`src/sv/assert_macros.svh`:
```
// assertion macros for the rtl files, included by the top level
`ifndef ASSERT_MACROS_SVH
`define ASSERT_MACROS_SVH
`ifndef SYNTHESIS
`define ADAM_ASSERT(label, prop, msg) \
	label: assert property (@(posedge clk) disable iff (!arst_n) prop) else $error(msg);
`define ADAM_ASSERT_NEXT(label, trig, cons, msg) \
	label: assert property (@(posedge clk) disable iff (!arst_n) (trig) |=> (cons)) else $error(msg);
`else
`define ADAM_ASSERT(label, prop, msg)
`define ADAM_ASSERT_NEXT(label, trig, cons, msg)
`endif
`endif

```
`src/sv/adam_pu_pkg.sv`:
```
// types, constants and step functions of the adam parameter update unit
package adam_pu_pkg;

	localparam int SQ_STAGES = 14;
	localparam int DV_STAGES = 17;
	localparam int ROOT_W    = 28;
	localparam int DEN_W     = 29;
	localparam int QUO_W     = 34;
	localparam int RAD_W     = 56;
	localparam int NUMP_W    = 56;

	typedef enum logic [1:0] {
		REG_BETA_ONE  = 2'd0,
		REG_BETA_TWO  = 2'd1,
		REG_EPSILON   = 2'd2,
		REG_STEP_SIZE = 2'd3
	} reg_idx_t;

	localparam logic [15:0] BETA_ONE_RST  = 16'd58982;
	localparam logic [15:0] BETA_TWO_RST  = 16'd65470;
	localparam logic [15:0] EPSILON_RST   = 16'd1;
	localparam logic [31:0] STEP_SIZE_RST = 32'd429497;

	typedef struct packed {
		logic [ROOT_W+3:0] rem;
		logic [ROOT_W-1:0] root;
	} sq_st_t;

	typedef struct packed {
		logic [DEN_W-1:0] rem;
		logic [QUO_W-1:0] quo;
	} dv_st_t;

	typedef struct packed {
		logic [31:0] weight;
		logic [31:0] moment;
		logic [31:0] velocity;
		logic [63:0] num;
		logic        sat;
	} sq_side_t;

	typedef struct packed {
		logic [31:0] weight;
		logic [31:0] moment;
		logic [31:0] velocity;
		logic        sat;
	} dv_side_t;

	// one digit of the restoring square root
	function automatic sq_st_t sq_step(sq_st_t s, logic [1:0] pair);
		logic [ROOT_W+3:0] r;
		logic [ROOT_W+3:0] t;
		sq_st_t o;
		r = {s.rem[ROOT_W+1:0], pair};
		t = {2'b00, s.root, 2'b01};
		if (r >= t) begin
			o.rem  = r - t;
			o.root = {s.root[ROOT_W-2:0], 1'b1};
		end else begin
			o.rem  = r;
			o.root = {s.root[ROOT_W-2:0], 1'b0};
		end
		return o;
	endfunction

	// one bit of the restoring division
	function automatic dv_st_t dv_step(dv_st_t s, logic [DEN_W-1:0] den, logic nb);
		logic [DEN_W:0] r;
		logic [DEN_W:0] d;
		dv_st_t o;
		r = {s.rem, nb};
		d = {1'b0, den};
		if (r >= d) begin
			o.rem = DEN_W'(r - d);
			o.quo = {s.quo[QUO_W-2:0], 1'b1};
		end else begin
			o.rem = r[DEN_W-1:0];
			o.quo = {s.quo[QUO_W-2:0], 1'b0};
		end
		return o;
	endfunction

endpackage

```
`src/sv/adam_pu_div.sv`:
```
// pipelined divider of the pre-rounded numerator for the weight step, two quotient bits per stage
module adam_pu_div (
	input  logic                                 clk,
	input  logic                                 arst_n,
	input  logic                                 en,
	input  logic                                 in_vld,
	input  logic [adam_pu_pkg::DEN_W-1:0]        in_den,
	input  logic [adam_pu_pkg::NUMP_W-1:0]       in_np,
	input  adam_pu_pkg::dv_side_t                in_side,
	output logic                                 out_vld,
	output logic [adam_pu_pkg::QUO_W-1:0]        out_quo,
	output adam_pu_pkg::dv_side_t                out_side
);

	localparam int HI_W = adam_pu_pkg::NUMP_W - adam_pu_pkg::QUO_W;

	logic                               vld_s  [1:adam_pu_pkg::DV_STAGES];
	adam_pu_pkg::dv_st_t                st_s   [1:adam_pu_pkg::DV_STAGES];
	logic [adam_pu_pkg::QUO_W-1:0]      bits_s [1:adam_pu_pkg::DV_STAGES];
	logic [adam_pu_pkg::DEN_W-1:0]      den_s  [1:adam_pu_pkg::DV_STAGES];
	logic                               big_s  [1:adam_pu_pkg::DV_STAGES];
	adam_pu_pkg::dv_side_t              side_s [1:adam_pu_pkg::DV_STAGES];

	logic [adam_pu_pkg::DEN_W-1:0] hi_part;
	logic                          in_big;

	// quotient of 2^34 or more always clips the weight
	assign hi_part = {{(adam_pu_pkg::DEN_W-HI_W){1'b0}},
		in_np[adam_pu_pkg::NUMP_W-1:adam_pu_pkg::QUO_W]};
	assign in_big  = hi_part >= in_den;

	for (genvar k = 1; k <= adam_pu_pkg::DV_STAGES; k++) begin : g_stg
		logic                          pv;
		adam_pu_pkg::dv_st_t           pst;
		logic [adam_pu_pkg::QUO_W-1:0] pbits;
		logic [adam_pu_pkg::DEN_W-1:0] pden;
		logic                          pbig;
		adam_pu_pkg::dv_side_t         pside;
		adam_pu_pkg::dv_st_t           mid;
		adam_pu_pkg::dv_st_t           nxt;

		if (k == 1) begin : g_first
			assign pv    = in_vld;
			assign pst   = '{rem: hi_part, quo: '0};
			assign pbits = in_np[adam_pu_pkg::QUO_W-1:0];
			assign pden  = in_den;
			assign pbig  = in_big;
			assign pside = in_side;
		end else begin : g_rest
			assign pv    = vld_s[k-1];
			assign pst   = st_s[k-1];
			assign pbits = bits_s[k-1];
			assign pden  = den_s[k-1];
			assign pbig  = big_s[k-1];
			assign pside = side_s[k-1];
		end

		always_comb begin
			mid = adam_pu_pkg::dv_step(pst, pden, pbits[adam_pu_pkg::QUO_W-1]);
			nxt = adam_pu_pkg::dv_step(mid, pden, pbits[adam_pu_pkg::QUO_W-2]);
		end

		always_ff @(posedge clk or negedge arst_n) begin
			if (!arst_n) begin
				vld_s[k] <= 1'b0;
			end else if (en) begin
				vld_s[k] <= pv;
			end
		end

		always_ff @(posedge clk) begin
			if (en) begin
				st_s[k]   <= nxt;
				bits_s[k] <= {pbits[adam_pu_pkg::QUO_W-3:0], 2'b00};
				den_s[k]  <= pden;
				big_s[k]  <= pbig;
				side_s[k] <= pside;
			end
		end
	end

	assign out_vld  = vld_s[adam_pu_pkg::DV_STAGES];
	assign out_quo  = big_s[adam_pu_pkg::DV_STAGES] ? '1 : st_s[adam_pu_pkg::DV_STAGES].quo;
	assign out_side = side_s[adam_pu_pkg::DV_STAGES];

endmodule

```
`config.mk`:
```
export PLATFORM = sky130hd
export DESIGN_NAME = adam_pu_div
export DESIGN_NICKNAME = d
export VERILOG_FILES = /design/src/sv/assert_macros.svh /design/src/sv/adam_pu_pkg.sv /design/src/sv/adam_pu_div.sv
export SDC_FILE = /design/constraint.sdc
export NUM_CORES = 2
export LEC_CHECK = 0
export BUFFER_PORTS_ARGS = -buffer_cell sky130_fd_sc_hd__buf_2
export CAP_MARGIN = 30
export CORE_ASPECT_RATIO = 1.25
export CORE_MARGIN = 5
export CORE_UTILIZATION = 55
export DETAILED_ROUTE_END_ITERATION = 6
export HOLD_SLACK_MARGIN = 0.03
export PLACE_DENSITY = 0.71
export SLEW_MARGIN = 10
export SYNTH_ARGS = -nofsm -noshare
export SYNTH_HDL_FRONTEND = slang
export SYNTH_SLANG_ARGS = --single-unit
```
`constraint.sdc`:
```
create_clock -name clk -period 9 [get_ports clk]
set_input_delay 1.35 -clock clk [delete_from_list [all_inputs] [get_ports clk]]
set_output_delay 1.35 -clock clk [all_outputs]
set_load 0.01 [all_outputs]
```
# Yosys cells after proc, flatten, opt, wreduce, memory -nomap -nowiden
# Memories as Yosys holds them, arrays and structs flattened.
# Index checks and enable logic that the tools add are counted.
# totals
ff_bits	17
ram_bits	3774
word_cells	128
out_inout_bits	132
input_bits	186
memories	5
# classes
order_cmp	35
muxes	37
addsub	34
# memory_table
memory	words	word_bits	read_ports	rd_clocked_by_memory_dff	write_ports	line	rtl
side_s	17	97	17	0	17	adam_pu_div.sv:22	adam_pu_pkg::dv_side_t side_s [1:adam_pu_pkg::DV_STAGES];
st_s	17	63	17	0	17	adam_pu_div.sv:18	adam_pu_pkg::dv_st_t st_s [1:adam_pu_pkg::DV_STAGES];
bits_s	17	32	16	0	17	adam_pu_div.sv:19	logic [adam_pu_pkg::QUO_W-1:0] bits_s [1:adam_pu_pkg::DV_STAGES];
den_s	17	29	16	0	17	adam_pu_div.sv:20	logic [adam_pu_pkg::DEN_W-1:0] den_s [1:adam_pu_pkg::DV_STAGES];
big_s	17	1	17	0	17	adam_pu_div.sv:21	logic big_s [1:adam_pu_pkg::DV_STAGES];
# op_table
cell	n
63-bit two-way mux	34
30-bit by 29-bit greater-or-equal comparator with 1-bit output	33
29-bit subtractor	33
34-bit two-way mux	1
22-bit by 29-bit greater-or-equal comparator with 1-bit output	1
23-bit by 29-bit greater-or-equal comparator with 1-bit output	1
23-bit by 29-bit subtractor with 29-bit output	1
1-bit two-way mux	2

# Logic depth before layout (Yosys ltp)
# An unclocked memory read counts as a cell.
# depth
ltp_word	5
mapped_depth	31

# Worst setup path after synthesis
# OpenSTA, ideal clock, no wires.
# synth_path
path_type	flip-flop to flip-flop
from	register, netlist name bits_s[1][95]
to	register, netlist name st_s[1][230]
arrival_time_ns	6.350
n_path_buf	3
required_time_ns	8.740
slack_ns	2.390
stages_incl_launch_ff	30
path_cell_list	edfxtp_1 -> inv_1 -> ha_1 -> inv_1 -> fa_1 -> a21oi_1 -> o21ai_1 -> a2111oi_2 -> o31ai_2 -> a221oi_2 -> o31a_2 -> nand2_1 -> a221o_1 -> buf_2 -> clkbuf_1 -> nor2_1 -> a31oi_1 -> ha_1 -> a211o_1 -> a2111o_1 -> o32ai_1 -> nor2_1 -> a211oi_2 -> o211ai_1 -> a41oi_1 -> a21oi_1 -> o21ai_0 -> o2111a_1 -> buf_2 -> mux2_2

==> summary.txt <==
Met2 Use GR: 44.5%
Max-Cap Viols: 0
Pre-antenna DRT Iters: 6
Fmax: 121 MHz
Vias in the first global route: 96400
Clock Tree Buf Depth: 4
Met1 Usage GRT: 26.3%
Share of Yosys cell area claimed by the top area cell type: 61.5%
Initial Utilization: 55.3%
Final hold vios: 0
RSZ-0062 raised after global routing: false
Max-slew violations: 0
Final setup fails: 0
Synth area leaders: edfxtp_1 (62%), ha_1 (8.1%), mux2_2 (3.7%), xnor2_1 (3.1%), a21oi_1 (3.0%)
Row cnt: 217
Slowest stage cell, crit path: o41ai_1
Area of placed instances: 162000 sq um
Detail Placement HPWL: 260 mm
Warnings, synthesis: 0
Crit. End Element: register
CP required: 9.54 ns
Clock Latency Late Sink: 0.87 ns
Gr ovfl total: 0
Die area: 292000 sq um
Synth Instances: 11500
Initial antenna violation count: 13
WL per Instance: 22.1 microns
Leading area contributor after synthesis: edfxtp_1
Sum Neg Setup Slack: 0 ns
Worst slew pin tran: 1.19 ns
Residual DRC: 0
Min-delay worst type: reg2reg
Post-CTS Setup Bufs: 0
H-tree Lvls: 5
Synth Register Bits: 3189
Layout cell share with drive strength beyond 1: 12.7%
Global-route wire length before repair: 544 mm
Commonest non-fill, non-tap cell in the layout: edfxtp_1
GRT Total Usage: 23.7%
Mapped Area: 155000 sq um
Crit-path leading delay family: compound AO/OA/AOI/OAI gates
# fillers: 21100
PortBufs: 317
Fin area: 172000 sq um
I/O pin count: 318
Crit path kind: reg2reg
Run status: finished, final reports clean
GRT busiest layer: met2
Synth cell types: 101
Crit Path Max Fanout: 30
Kind of start point of the critical path: register
Cts hold-fix bufs: 0
RePlAce Congestion: 0.969
WP data arrival: 8.83 ns
WL final: 354 mm
Clock Tree Root: clkbuf_16
Final setup margin: 0.711 ns
# resized after CTS: 0
Core Region: 280000 sq um
Vias: 92700
Drt via density: 5.78
Fin nets: 13300
Post-synth EDFFs: 3172
DP Worst Slack: 1.02 ns
Tcrit/Tclk final: 92.1%
Largest net degree at the start of global routing: 212
Clk_skew: 0.0753 ns
Slowest cell delay on critical path: 0.77 ns
CTS buffer count: 318
Primary FF master, synth: edfxtp_1
DIE WIDTH: 485 microns
Seq/Total Area, Yosys: 61.8%
TritonCTS Sinks: 3189
Syn Nets: 12700
Die H: 603 microns
Tmin final: 8.29 ns
Slew margin rel.: 20.7%
Area grow syn2layout: 11.0%
Reg area: 95700 sq um
Clock Pin Slew Worst Setup and Hold Paths: 0.07 ns
TritonCTS clock tree: done
First DRT Iteration DRCs: 6035
Multi-input logic area: 55700 sq um
ANT nets after route: 0
Syn Area/Cell: 13.5 sq um
WP buf/inv: 3
Most frequent cells in the layout: edfxtp_1 (3172), ha_1 (1002), a21oi_1 (941)
GR Util met3: 2.70%
FFs w/ async S/R, synth: 0.533%
-- path summary, 6_finish.rpt --
path / startpoint / depth (start not counted) / slack, ns / to
min: st_s[3][5] / 0 / 0.35 / st_s[3][70]
max in group asynchronous: arst_n / 1 / 8.28 / g_stg[6].pv
min in group asynchronous: arst_n / 1 / 0.42 / g_stg[2].pv
max reg2reg: bits_s[0][95] / 26 / 0.71 / st_s[0][234]
min reg2reg: st_s[3][5] / 0 / 0.35 / st_s[3][70]
max: bits_s[0][95] / 26 / 0.71 / st_s[0][234]
-- final cells by class --
type / count / share of cell area [%]
repair buffers: 434 / 1.61
multi-input cells: 7384 / 32.4
inverters: 751 / 1.64
clock buffers: 378 / 4.87
flip-flops and latches: 3189 / 55.7
clock inverters: 184 / 1.09
diodes: 6 / 0.00874
well taps: 3723 / 2.71
-- cells by family after synthesis --
family | synth area share, %
flops | 61.8
simple gates | 6.77
xor+xnor | 4.49
compound gates | 11.1
fa+ha+maj | 8.52
buf+inv | 2.33
mux | 5.06
-- worst reg2reg max path: stages (launching register included) --
cell and delay (ns):
edfxtp_1 0.39, inv_1 0.08, ha_1 0.16, inv_1 0.06, fa_1 0.40, a21oi_1 0.20, o21ai_1 0.13, a211oi_1 0.58
nor4_1 0.22, o31ai_1 0.37, o211ai_1 0.16, a21o_1 0.19, a211o_1 0.52, mux2_1 0.44, ha_1 0.37, nor2b_1 0.18
o31a_1 0.28, o31a_1 0.28, o22ai_1 0.33, nor3_1 0.14, o41ai_1 0.77, o21ai_1 0.28, o221a_2 0.30, o21ai_0 0.14
and4b_1 0.20, buf_4 0.38, mux2_2 0.44
-- synthesized netlist by cell type (all sizes together) (80+ instances only) --
master,n
a211oi,80
a21o,426
a21oi,943
clkbuf,108
edfxtp,3172
ha,1002
inv,751
mux2,628
nand2,543
nand2b,124
nand3,150
nand4,134
nor2,615
nor2b,130
nor3,128
o21a,142
o21ai,488
o21bai,106
xnor2,553
xor2,240
-- routing by layer --
metal,vias to the layer above,part of all wire (%)
met1,45100,37
met5,-,0.0020
met3,812,3.6
met4,2,5.9
li1,44700,-
met2,2141,53
-- through the flow --
step | hold slack [ns] | utilization (%) | cells
after floorplan | 0.400 | - | 11500
after global placement | 0.400 | 57.7 | 15500
after detailed placement | 0.405 | 57.7 | 15500
after CTS | 0.351 | 61.4 | 16000
after global routing | 0.367 | 61.4 | 16000
final | 0.353 | 61.4 | 16000
-- sequential cells by signal, summed over array words and instances, names as in the netlist --
signal and cells:
big_s 17, bits_s 272, den_s 464, g_stg.pv 16
out_vld 1, side_s 1649, st_s 770
Power is not shown: default switching activity piles up to over one toggle a cycle in this logic, so the estimate is an artifact.
