## src/sv/assert_macros.svh

```systemverilog
// assertion macros for the rtl files, included by the top level
`ifndef ASSERT_MACROS_SVH
`define ASSERT_MACROS_SVH
`ifndef SYNTHESIS
`define ADAM_ASSERT(label, prop, msg) \
	label: assert property (@(posedge clk) disable iff (!arst_n) prop) else $error(msg);
`define ADAM_ASSERT_NEXT(label, trig, cons, msg) \
	label: assert property (@(posedge clk) disable iff (!arst_n) (trig) |=> (cons)) else $error(msg);
`else
`define ADAM_ASSERT(label, prop, msg)
`define ADAM_ASSERT_NEXT(label, trig, cons, msg)
`endif
`endif

```

## src/sv/adam_pu_pkg.sv

```systemverilog
// types, constants and step functions of the adam parameter update unit
package adam_pu_pkg;

	localparam int SQ_STAGES = 14;
	localparam int DV_STAGES = 17;
	localparam int ROOT_W    = 28;
	localparam int DEN_W     = 29;
	localparam int QUO_W     = 34;
	localparam int RAD_W     = 56;
	localparam int NUMP_W    = 56;

	typedef enum logic [1:0] {
		REG_BETA_ONE  = 2'd0,
		REG_BETA_TWO  = 2'd1,
		REG_EPSILON   = 2'd2,
		REG_STEP_SIZE = 2'd3
	} reg_idx_t;

	localparam logic [15:0] BETA_ONE_RST  = 16'd58982;
	localparam logic [15:0] BETA_TWO_RST  = 16'd65470;
	localparam logic [15:0] EPSILON_RST   = 16'd1;
	localparam logic [31:0] STEP_SIZE_RST = 32'd429497;

	typedef struct packed {
		logic [ROOT_W+3:0] rem;
		logic [ROOT_W-1:0] root;
	} sq_st_t;

	typedef struct packed {
		logic [DEN_W-1:0] rem;
		logic [QUO_W-1:0] quo;
	} dv_st_t;

	typedef struct packed {
		logic [31:0] weight;
		logic [31:0] moment;
		logic [31:0] velocity;
		logic [63:0] num;
		logic        sat;
	} sq_side_t;

	typedef struct packed {
		logic [31:0] weight;
		logic [31:0] moment;
		logic [31:0] velocity;
		logic        sat;
	} dv_side_t;

	// one digit of the restoring square root
	function automatic sq_st_t sq_step(sq_st_t s, logic [1:0] pair);
		logic [ROOT_W+3:0] r;
		logic [ROOT_W+3:0] t;
		sq_st_t o;
		r = {s.rem[ROOT_W+1:0], pair};
		t = {2'b00, s.root, 2'b01};
		if (r >= t) begin
			o.rem  = r - t;
			o.root = {s.root[ROOT_W-2:0], 1'b1};
		end else begin
			o.rem  = r;
			o.root = {s.root[ROOT_W-2:0], 1'b0};
		end
		return o;
	endfunction

	// one bit of the restoring division
	function automatic dv_st_t dv_step(dv_st_t s, logic [DEN_W-1:0] den, logic nb);
		logic [DEN_W:0] r;
		logic [DEN_W:0] d;
		dv_st_t o;
		r = {s.rem, nb};
		d = {1'b0, den};
		if (r >= d) begin
			o.rem = DEN_W'(r - d);
			o.quo = {s.quo[QUO_W-2:0], 1'b1};
		end else begin
			o.rem = r[DEN_W-1:0];
			o.quo = {s.quo[QUO_W-2:0], 1'b0};
		end
		return o;
	endfunction

endpackage

```

## src/sv/adam_pu_sqrt.sv

```systemverilog
// pipelined square root, two result bits per stage
module adam_pu_sqrt (
	input  logic                                 clk,
	input  logic                                 arst_n,
	input  logic                                 en,
	input  logic                                 in_vld,
	input  logic [31:0]                          in_rad,
	input  adam_pu_pkg::sq_side_t                in_side,
	output logic                                 out_vld,
	output logic [adam_pu_pkg::ROOT_W-1:0]       out_root,
	output adam_pu_pkg::sq_side_t                out_side
);

	logic                               vld_s  [1:adam_pu_pkg::SQ_STAGES];
	adam_pu_pkg::sq_st_t                st_s   [1:adam_pu_pkg::SQ_STAGES];
	logic [adam_pu_pkg::RAD_W-1:0]      rad_s  [1:adam_pu_pkg::SQ_STAGES];
	adam_pu_pkg::sq_side_t              side_s [1:adam_pu_pkg::SQ_STAGES];

	for (genvar k = 1; k <= adam_pu_pkg::SQ_STAGES; k++) begin : g_stg
		logic                          pv;
		adam_pu_pkg::sq_st_t           pst;
		logic [adam_pu_pkg::RAD_W-1:0] prad;
		adam_pu_pkg::sq_side_t         pside;
		adam_pu_pkg::sq_st_t           mid;
		adam_pu_pkg::sq_st_t           nxt;

		if (k == 1) begin : g_first
			assign pv    = in_vld;
			assign pst   = '0;
			assign prad  = {in_rad, {(adam_pu_pkg::RAD_W-32){1'b0}}};
			assign pside = in_side;
		end else begin : g_rest
			assign pv    = vld_s[k-1];
			assign pst   = st_s[k-1];
			assign prad  = rad_s[k-1];
			assign pside = side_s[k-1];
		end

		always_comb begin
			mid = adam_pu_pkg::sq_step(pst, prad[adam_pu_pkg::RAD_W-1 -: 2]);
			nxt = adam_pu_pkg::sq_step(mid, prad[adam_pu_pkg::RAD_W-3 -: 2]);
		end

		always_ff @(posedge clk or negedge arst_n) begin
			if (!arst_n) begin
				vld_s[k] <= 1'b0;
			end else if (en) begin
				vld_s[k] <= pv;
			end
		end

		always_ff @(posedge clk) begin
			if (en) begin
				st_s[k]   <= nxt;
				rad_s[k]  <= {prad[adam_pu_pkg::RAD_W-5:0], 4'b0000};
				side_s[k] <= pside;
			end
		end
	end

	assign out_vld  = vld_s[adam_pu_pkg::SQ_STAGES];
	assign out_root = st_s[adam_pu_pkg::SQ_STAGES].root;
	assign out_side = side_s[adam_pu_pkg::SQ_STAGES];

endmodule

```

## config.mk

```make
export PLATFORM = sky130hd
export DESIGN_NAME = adam_pu_sqrt
export DESIGN_NICKNAME = d
export VERILOG_FILES = /design/src/sv/assert_macros.svh /design/src/sv/adam_pu_pkg.sv /design/src/sv/adam_pu_sqrt.sv
export SDC_FILE = /design/constraint.sdc
export NUM_CORES = 2
export LEC_CHECK = 0
export ABC_AREA = 1
export BUFFER_PORTS_ARGS = -buffer_cell sky130_fd_sc_hd__buf_4
export CAP_MARGIN = 15
export CORE_MARGIN = 5
export CORE_UTILIZATION = 56
export DETAILED_ROUTE_END_ITERATION = 7
export GPL_ROUTABILITY_DRIVEN = 0
export PLACE_DENSITY = 0.73
export SKIP_LAST_GASP = 1
export SYNTH_ARGS = -nofsm -noshare
export SYNTH_HDL_FRONTEND = slang
export SYNTH_SLANG_ARGS = --single-unit
```

## constraint.sdc

```tcl
create_clock -name clk -period 4.7 [get_ports clk]
set_input_delay 0 -clock clk [delete_from_list [all_inputs] [get_ports clk]]
set_output_delay 0 -clock clk [all_outputs]
set_load 0.1 [all_outputs]
```

Word level (Yosys, flattened, before mapping):

Memory sizes are Yosys's and may differ from the RTL's.
Cells that the tools add are included.

* add/subtract/negate cells: 28
* $lt $le $gt $ge: 28
* muxes and demuxes: 30

Operator list (count)
* $ge A32 B30 Y1: 27
* $mux W60: 14
* $mux W58: 14
* $sub A32 B30 Y32: 14
* $sub A30 B30 Y30: 13
* $sub A2 B1 Y3 const B: 1
* $ge A2 B1 Y1 const B: 1
* $mux W1: 2

* register bits after elaboration: 14
* bits in writable memories: 3822
* input port bits: 197
* output and inout port bits: 190
* logic and storage cells: 103
* memories kept: 3

Memory list
* side_s: depth 14, bits a word 161, read ports 14, clocked after memory_dff 0, wr ports 14, RTL line adam_pu_sqrt.sv:17 `adam_pu_pkg::sq_side_t side_s [1:adam_pu_pkg::SQ_STAGES];`
* st_s: depth 14, bits a word 60, read ports 14, clocked after memory_dff 0, wr ports 14, RTL line adam_pu_sqrt.sv:15 `adam_pu_pkg::sq_st_t st_s [1:adam_pu_pkg::SQ_STAGES];`
* rad_s: depth 14, bits a word 52, read ports 13, clocked after memory_dff 0, wr ports 14, RTL line adam_pu_sqrt.sv:16 `logic [adam_pu_pkg::RAD_W-1:0] rad_s [1:adam_pu_pkg::SQ_STAGES];`

Depth between registers and ports, before layout:

An unclocked memory read counts as a cell.

* depth after elaboration: 5
* depth in mapped cells: 32
* gate-level depth less buffers: 30

Worst setup path before layout:

Ideal clock, no wire load.

* path kind: reg2reg
* from: reg st_s[0][749] (netlist name)
* to: reg st_s[0][817] (netlist name)
* library setup time: 253 ps
* arrival: 4349 ps
* required time: 4447 ps
* setup slack: 99 ps
* stages on the path, launching flop included: 31
* path buffers: 3
* clock period less this slack: 4601 ps
* cells stage by stage: edfxtp_1 inv_1 ha_1 inv_1 fa_1 inv_1 nand3_1 nand2_1 a21oi_1 inv_1 nand2_1 a21oi_2 nand2_1 nand2_1 inv_1 clkbuf_1 buf_2 nand2_1 o21ai_0 ha_1 a21oi_1 o21a_1 o21ai_0 a21oi_1 nor3_1 nand2_1 nand2_1 nand4_1 clkbuf_1 nand3_1 nand2_1

==> metrics.txt <==
# TYPE chip_impl_metric gauge
chip_impl_metric{name="clk_latency",unit="ps"} 970
chip_impl_info{name="critical_path_class",value="reg2reg"} 1
chip_impl_metric{name="timing.final.hold_violations",unit=""} 0
chip_impl_metric{name="ir_worst_vdd",unit="mV"} 0.356
chip_impl_info{name="cts-root-buf",value="sky130_fd_sc_hd__clkbuf_16"} 1
chip_impl_metric{name="rel_slew_slack",unit="%"} 25.5
chip_impl_metric{name="post_synth_inst_count",unit=""} 10700
chip_impl_metric{name="yosys.area_share.xor_xnor",unit="%"} 2.30
chip_impl_metric{name="wire_per_inst",unit="um"} 18.8
chip_impl_metric{name="ys_seq_elements",unit=""} 2954
chip_impl_metric{name="grt_util_all_layers",unit="%"} 23.2
chip_impl_metric{name="number_of_antenna_violations_at_the_first_check_in_global_routing",unit=""} 3
chip_impl_metric{name="drt_first_iter_violations",unit=""} 9373
chip_impl_metric{name="worst-slew-pin-transition",unit="ps"} 1120
chip_impl_metric{name="route.antenna.remaining_nets",unit=""} 0
chip_impl_metric{name="synth.yosys.warnings",unit=""} 0
chip_impl_metric{name="final_min_period_over_clock_period",unit="%"} 98.8
chip_impl_info{name="timing.hold.worst.class",value="in2reg"} 1
chip_impl_metric{name="grt-ovfl-total",unit=""} 0
chip_impl_metric{name="synth_simple_gate_area_share",unit="%"} 15.4
chip_impl_metric{name="vias",unit=""} 83300
chip_impl_metric{name="report.final.setup_viol",unit=""} 0
chip_impl_metric{name="max_clock_freq",unit="MHz"} 215
chip_impl_metric{name="detailroute.wirelength.met3",unit="mm"} 21.9
chip_impl_info{name="maxUsedRoutingLayer",value="met5"} 1
chip_impl_metric{name="timing.final.crit_period",unit="ps"} 4640
chip_impl_metric{name="grt_pass1_wl",unit="mm"} 438
chip_impl_info{name="timing.critical_path.max_delay_family",value="compound AO/OA/AOI/OAI gates"} 1
chip_impl_metric{name="initial_core_util",unit="%"} 56.2
chip_impl_info{name="worst_setup_path_end_kind",value="register"} 1
chip_impl_metric{name="portion_of_netlist_area_occupied_by_mux_cells",unit="%"} 0.0265
chip_impl_metric{name="port_buffers",unit=""} 386
chip_impl_metric{name="power-per-cell-area",unit="nW/um^2"} 508
chip_impl_metric{name="areaGrowthSynthToFinish",unit="%"} 17.5
chip_impl_metric{name="route.detailed.vias_per_inst",unit=""} 5.53
chip_impl_metric{name="clock-sinks",unit=""} 2954
chip_impl_info{name="tritoncts",value="built"} 1
chip_impl_metric{name="adder_cell_share_of_the_synthesized_area",unit="%"} 4.11
chip_impl_metric{name="synth_area_per_cell",unit="sq um"} 12.0
chip_impl_metric{name="max_clock_buf_depth",unit=""} 4
chip_impl_info{name="timing.critical_path.from_type",value="register"} 1
chip_impl_metric{name="io-pin-count",unit=""} 387
chip_impl_metric{name="drt_pass1_iterations",unit=""} 8
chip_impl_metric{name="wl_met1",unit="mm"} 110
chip_impl_info{name="final_cell_mix",value="sky130_fd_sc_hd__edfxtp_1 (2940), sky130_fd_sc_hd__nand2_1 (2484), sky130_fd_sc_hd__inv_1 (1178)"} 1
chip_impl_metric{name="cts_buffers",unit=""} 310
chip_impl_info{name="cp_slowest_cell",value="sky130_fd_sc_hd__edfxtp_1"} 1
chip_impl_metric{name="worst_r2r_path_depth",unit=""} 25
chip_impl_metric{name="design.die.area",unit="sq um"} 238000
chip_impl_metric{name="synth-compound-area-share",unit="%"} 4.63
chip_impl_metric{name="path_clk_slew",unit="ps"} 60
chip_impl_info{name="synth_top_family_by_area",value="simple AND/OR/NAND/NOR gates"} 1
chip_impl_metric{name="timing.final.max_slew_violations",unit=""} 0
chip_impl_metric{name="synth_enable_flop_cells",unit=""} 2940
chip_impl_metric{name="skew",unit="ps"} 114
chip_impl_metric{name="synth.lib_cells_used.distinct",unit=""} 68
chip_impl_metric{name="netlist.area_leader.share",unit="%"} 69.2
chip_impl_metric{name="largest_net_degree_at_the_start_of_global_routing",unit=""} 207
chip_impl_metric{name="drc",unit=""} 4
chip_impl_metric{name="crit_cells",unit=""} 25
chip_impl_info{name="status",value="complete, but fails checks"} 1
chip_impl_metric{name="async_reset_ff_share",unit="%"} 0.474
chip_impl_metric{name="cp_slowest_stage_delay",unit="ps"} 530
chip_impl_metric{name="htree_levels",unit=""} 5
chip_impl_metric{name="core_area",unit="sq um"} 227000
chip_impl_metric{name="max-cap-violations",unit=""} 0
chip_impl_metric{name="preCtsSetupSlack",unit="ps"} -84.9
chip_impl_metric{name="synth.cell_area",unit="sq um"} 128000
chip_impl_metric{name="detailedPlacementHpwl",unit="mm"} 187
chip_impl_info{name="synth_largest_area_cell",value="sky130_fd_sc_hd__edfxtp_1"} 1
chip_impl_metric{name="worstPathArrival",unit="ps"} 5250
chip_impl_metric{name="rows",unit=""} 175
chip_impl_metric{name="worst_path_max_fanout",unit=""} 13
chip_impl_metric{name="timing.hold.worst_path_depth",unit=""} 5
chip_impl_metric{name="final.setup.worst_slack",unit="ps"} 56.0
chip_impl_info{name="ys_top_cells_by_area",value="sky130_fd_sc_hd__edfxtp_1 (69%), sky130_fd_sc_hd__nand2_1 (7.4%), sky130_fd_sc_hd__ha_1 (4.0%)"} 1
chip_impl_info{name="violations",value="design-rule violations"} 1
chip_impl_metric{name="via_count_of_the_first_global_routing_pass",unit=""} 81600
chip_impl_metric{name="synth_seq_area_share",unit="%"} 69.4
chip_impl_info{name="most_common_library_cell_in_the_layout_ignoring_fill_and_taps",value="sky130_fd_sc_hd__edfxtp_1"} 1
chip_impl_metric{name="met2RoutedLength",unit="mm"} 136
chip_impl_metric{name="die_w",unit="um"} 487
chip_impl_metric{name="setup-tns-final",unit="ps"} 0
chip_impl_metric{name="routed_wirelength",unit="mm"} 283
chip_impl_metric{name="cp_data_required_time",unit="ps"} 5310
chip_impl_metric{name="critical_path.n_buffers_inverters",unit=""} 6
chip_impl_info{name="ys.flop_type",value="sky130_fd_sc_hd__edfxtp_1"} 1
chip_impl_metric{name="nNetsFinal",unit=""} 12400
chip_impl_metric{name="drive_above_1_share",unit="%"} 11.5
chip_impl_metric{name="power.static_leakage",unit="nW"} 60.0
chip_impl_metric{name="dieHeight",unit="um"} 487
==> what timing repair did <==
item / CTS / global route
buffers inserted: 0 / 46
pin swaps: 0 / 41
hold buffers: 395 / 0
endpoints found under the setup margin: 40 / 250
endpoints found under the hold margin: 440 / 0
cloned: 0 / 11
gates resized for setup: 15 / 255
==> tightest hold or removal path, stage by stage <==
cell                            delay, ps
sky130_fd_sc_hd__dlygate4sd3_1        530
sky130_fd_sc_hd__buf_4                110
sky130_fd_sc_hd__inv_1                 80
sky130_fd_sc_hd__nand2_1              130
sky130_fd_sc_hd__a21oi_1               80
==> flip-flops by register name, indices dropped and copies added (netlist names) <==
register	cells
out_vld	1
rad_s	112
side_s	2254
st_s	574
g_stg.pv	13
==> routing by layer <==
metal,track usage (%),up-vias
met3,3.77,1031
met5,0,-
met1,30.1,38900
li1,-,39300
met2,39.0,3999
met4,10.2,2
==> kinds of logic (layout without fill, tap and decap cells) <==
group | Yosys count | in the layout
other cells | 1 | 3
flops | 2954 | 2954
compound gates | 1066 | 1066
simple gates | 4560 | 4563
fa+ha+maj | 413 | 413
mux | 3 | 3
buf+inv | 1332 | 2719
xor+xnor | 334 | 334
==> cells in the mapped netlist (all sizes together), types with 101 or more instances <==
library cell	count
a21oi	471
edfxtp	2940
ha	403
inv	1219
nand2	2557
nand3	681
nand4	212
nor2	910
nor3	101
o21ai	418
xnor2	154
xor2	180
==> power breakdown <==
group / leakage [nW] / internal (mW) / total [mW] / switching, mW
Clock: 4.81 / 13.9 / 23.7 / 9.74
Combinational: 26.5 / 6.33 / 19.0 / 12.7
Sequential: 28.7 / 32.0 / 33.4 / 1.44
==> final cells by class <==
| type | count | area, sq um |
|---|---|---|
| Antenna cell | 1 | 2.50 |
| Clock buffer | 365 | 8100 |
| Clock inverter | 174 | 1700 |
| Fill cell | 15800 | 77100 |
| Inverter | 1221 | 4620 |
| Multi-Input combinational cell | 6381 | 34500 |
| Sequential cell | 2954 | 88600 |
| Tap cell | 3009 | 3760 |
| Timing Repair Buffer | 956 | 8610 |
| Timing Repair inverter | 3 | 28.8 |
==> through the flow <==
stage	power (mW)	hold slack, ps	cells	util [%]	area, sq um
CTS	75.6	62.9	15000	65.4	149000
global placement	50.8	-145	14100	59.4	135000
global route	80.1	156	15100	66.0	150000
finish	76.1	193	15100	66.0	150000
floorplan	46.0	-296	10700	-	128000
detailed placement	51.4	-138	14100	59.4	135000
==> worst paths after layout <==
check                               start             to  slack, ps
setup / recovery             st_s[0][609]   st_s[0][713]         60
hold / removal                 in_rad[30]   st_s[0][116]        190
setup reg to reg             st_s[0][609]   st_s[0][713]         60
hold reg to reg            side_s[1][573]  side_s[2][90]        350
max in group asynchronous          arst_n    g_stg[6].pv       3970
min in group asynchronous          arst_n   g_stg[12].pv        200
Power figures use the tool's default switching activity.
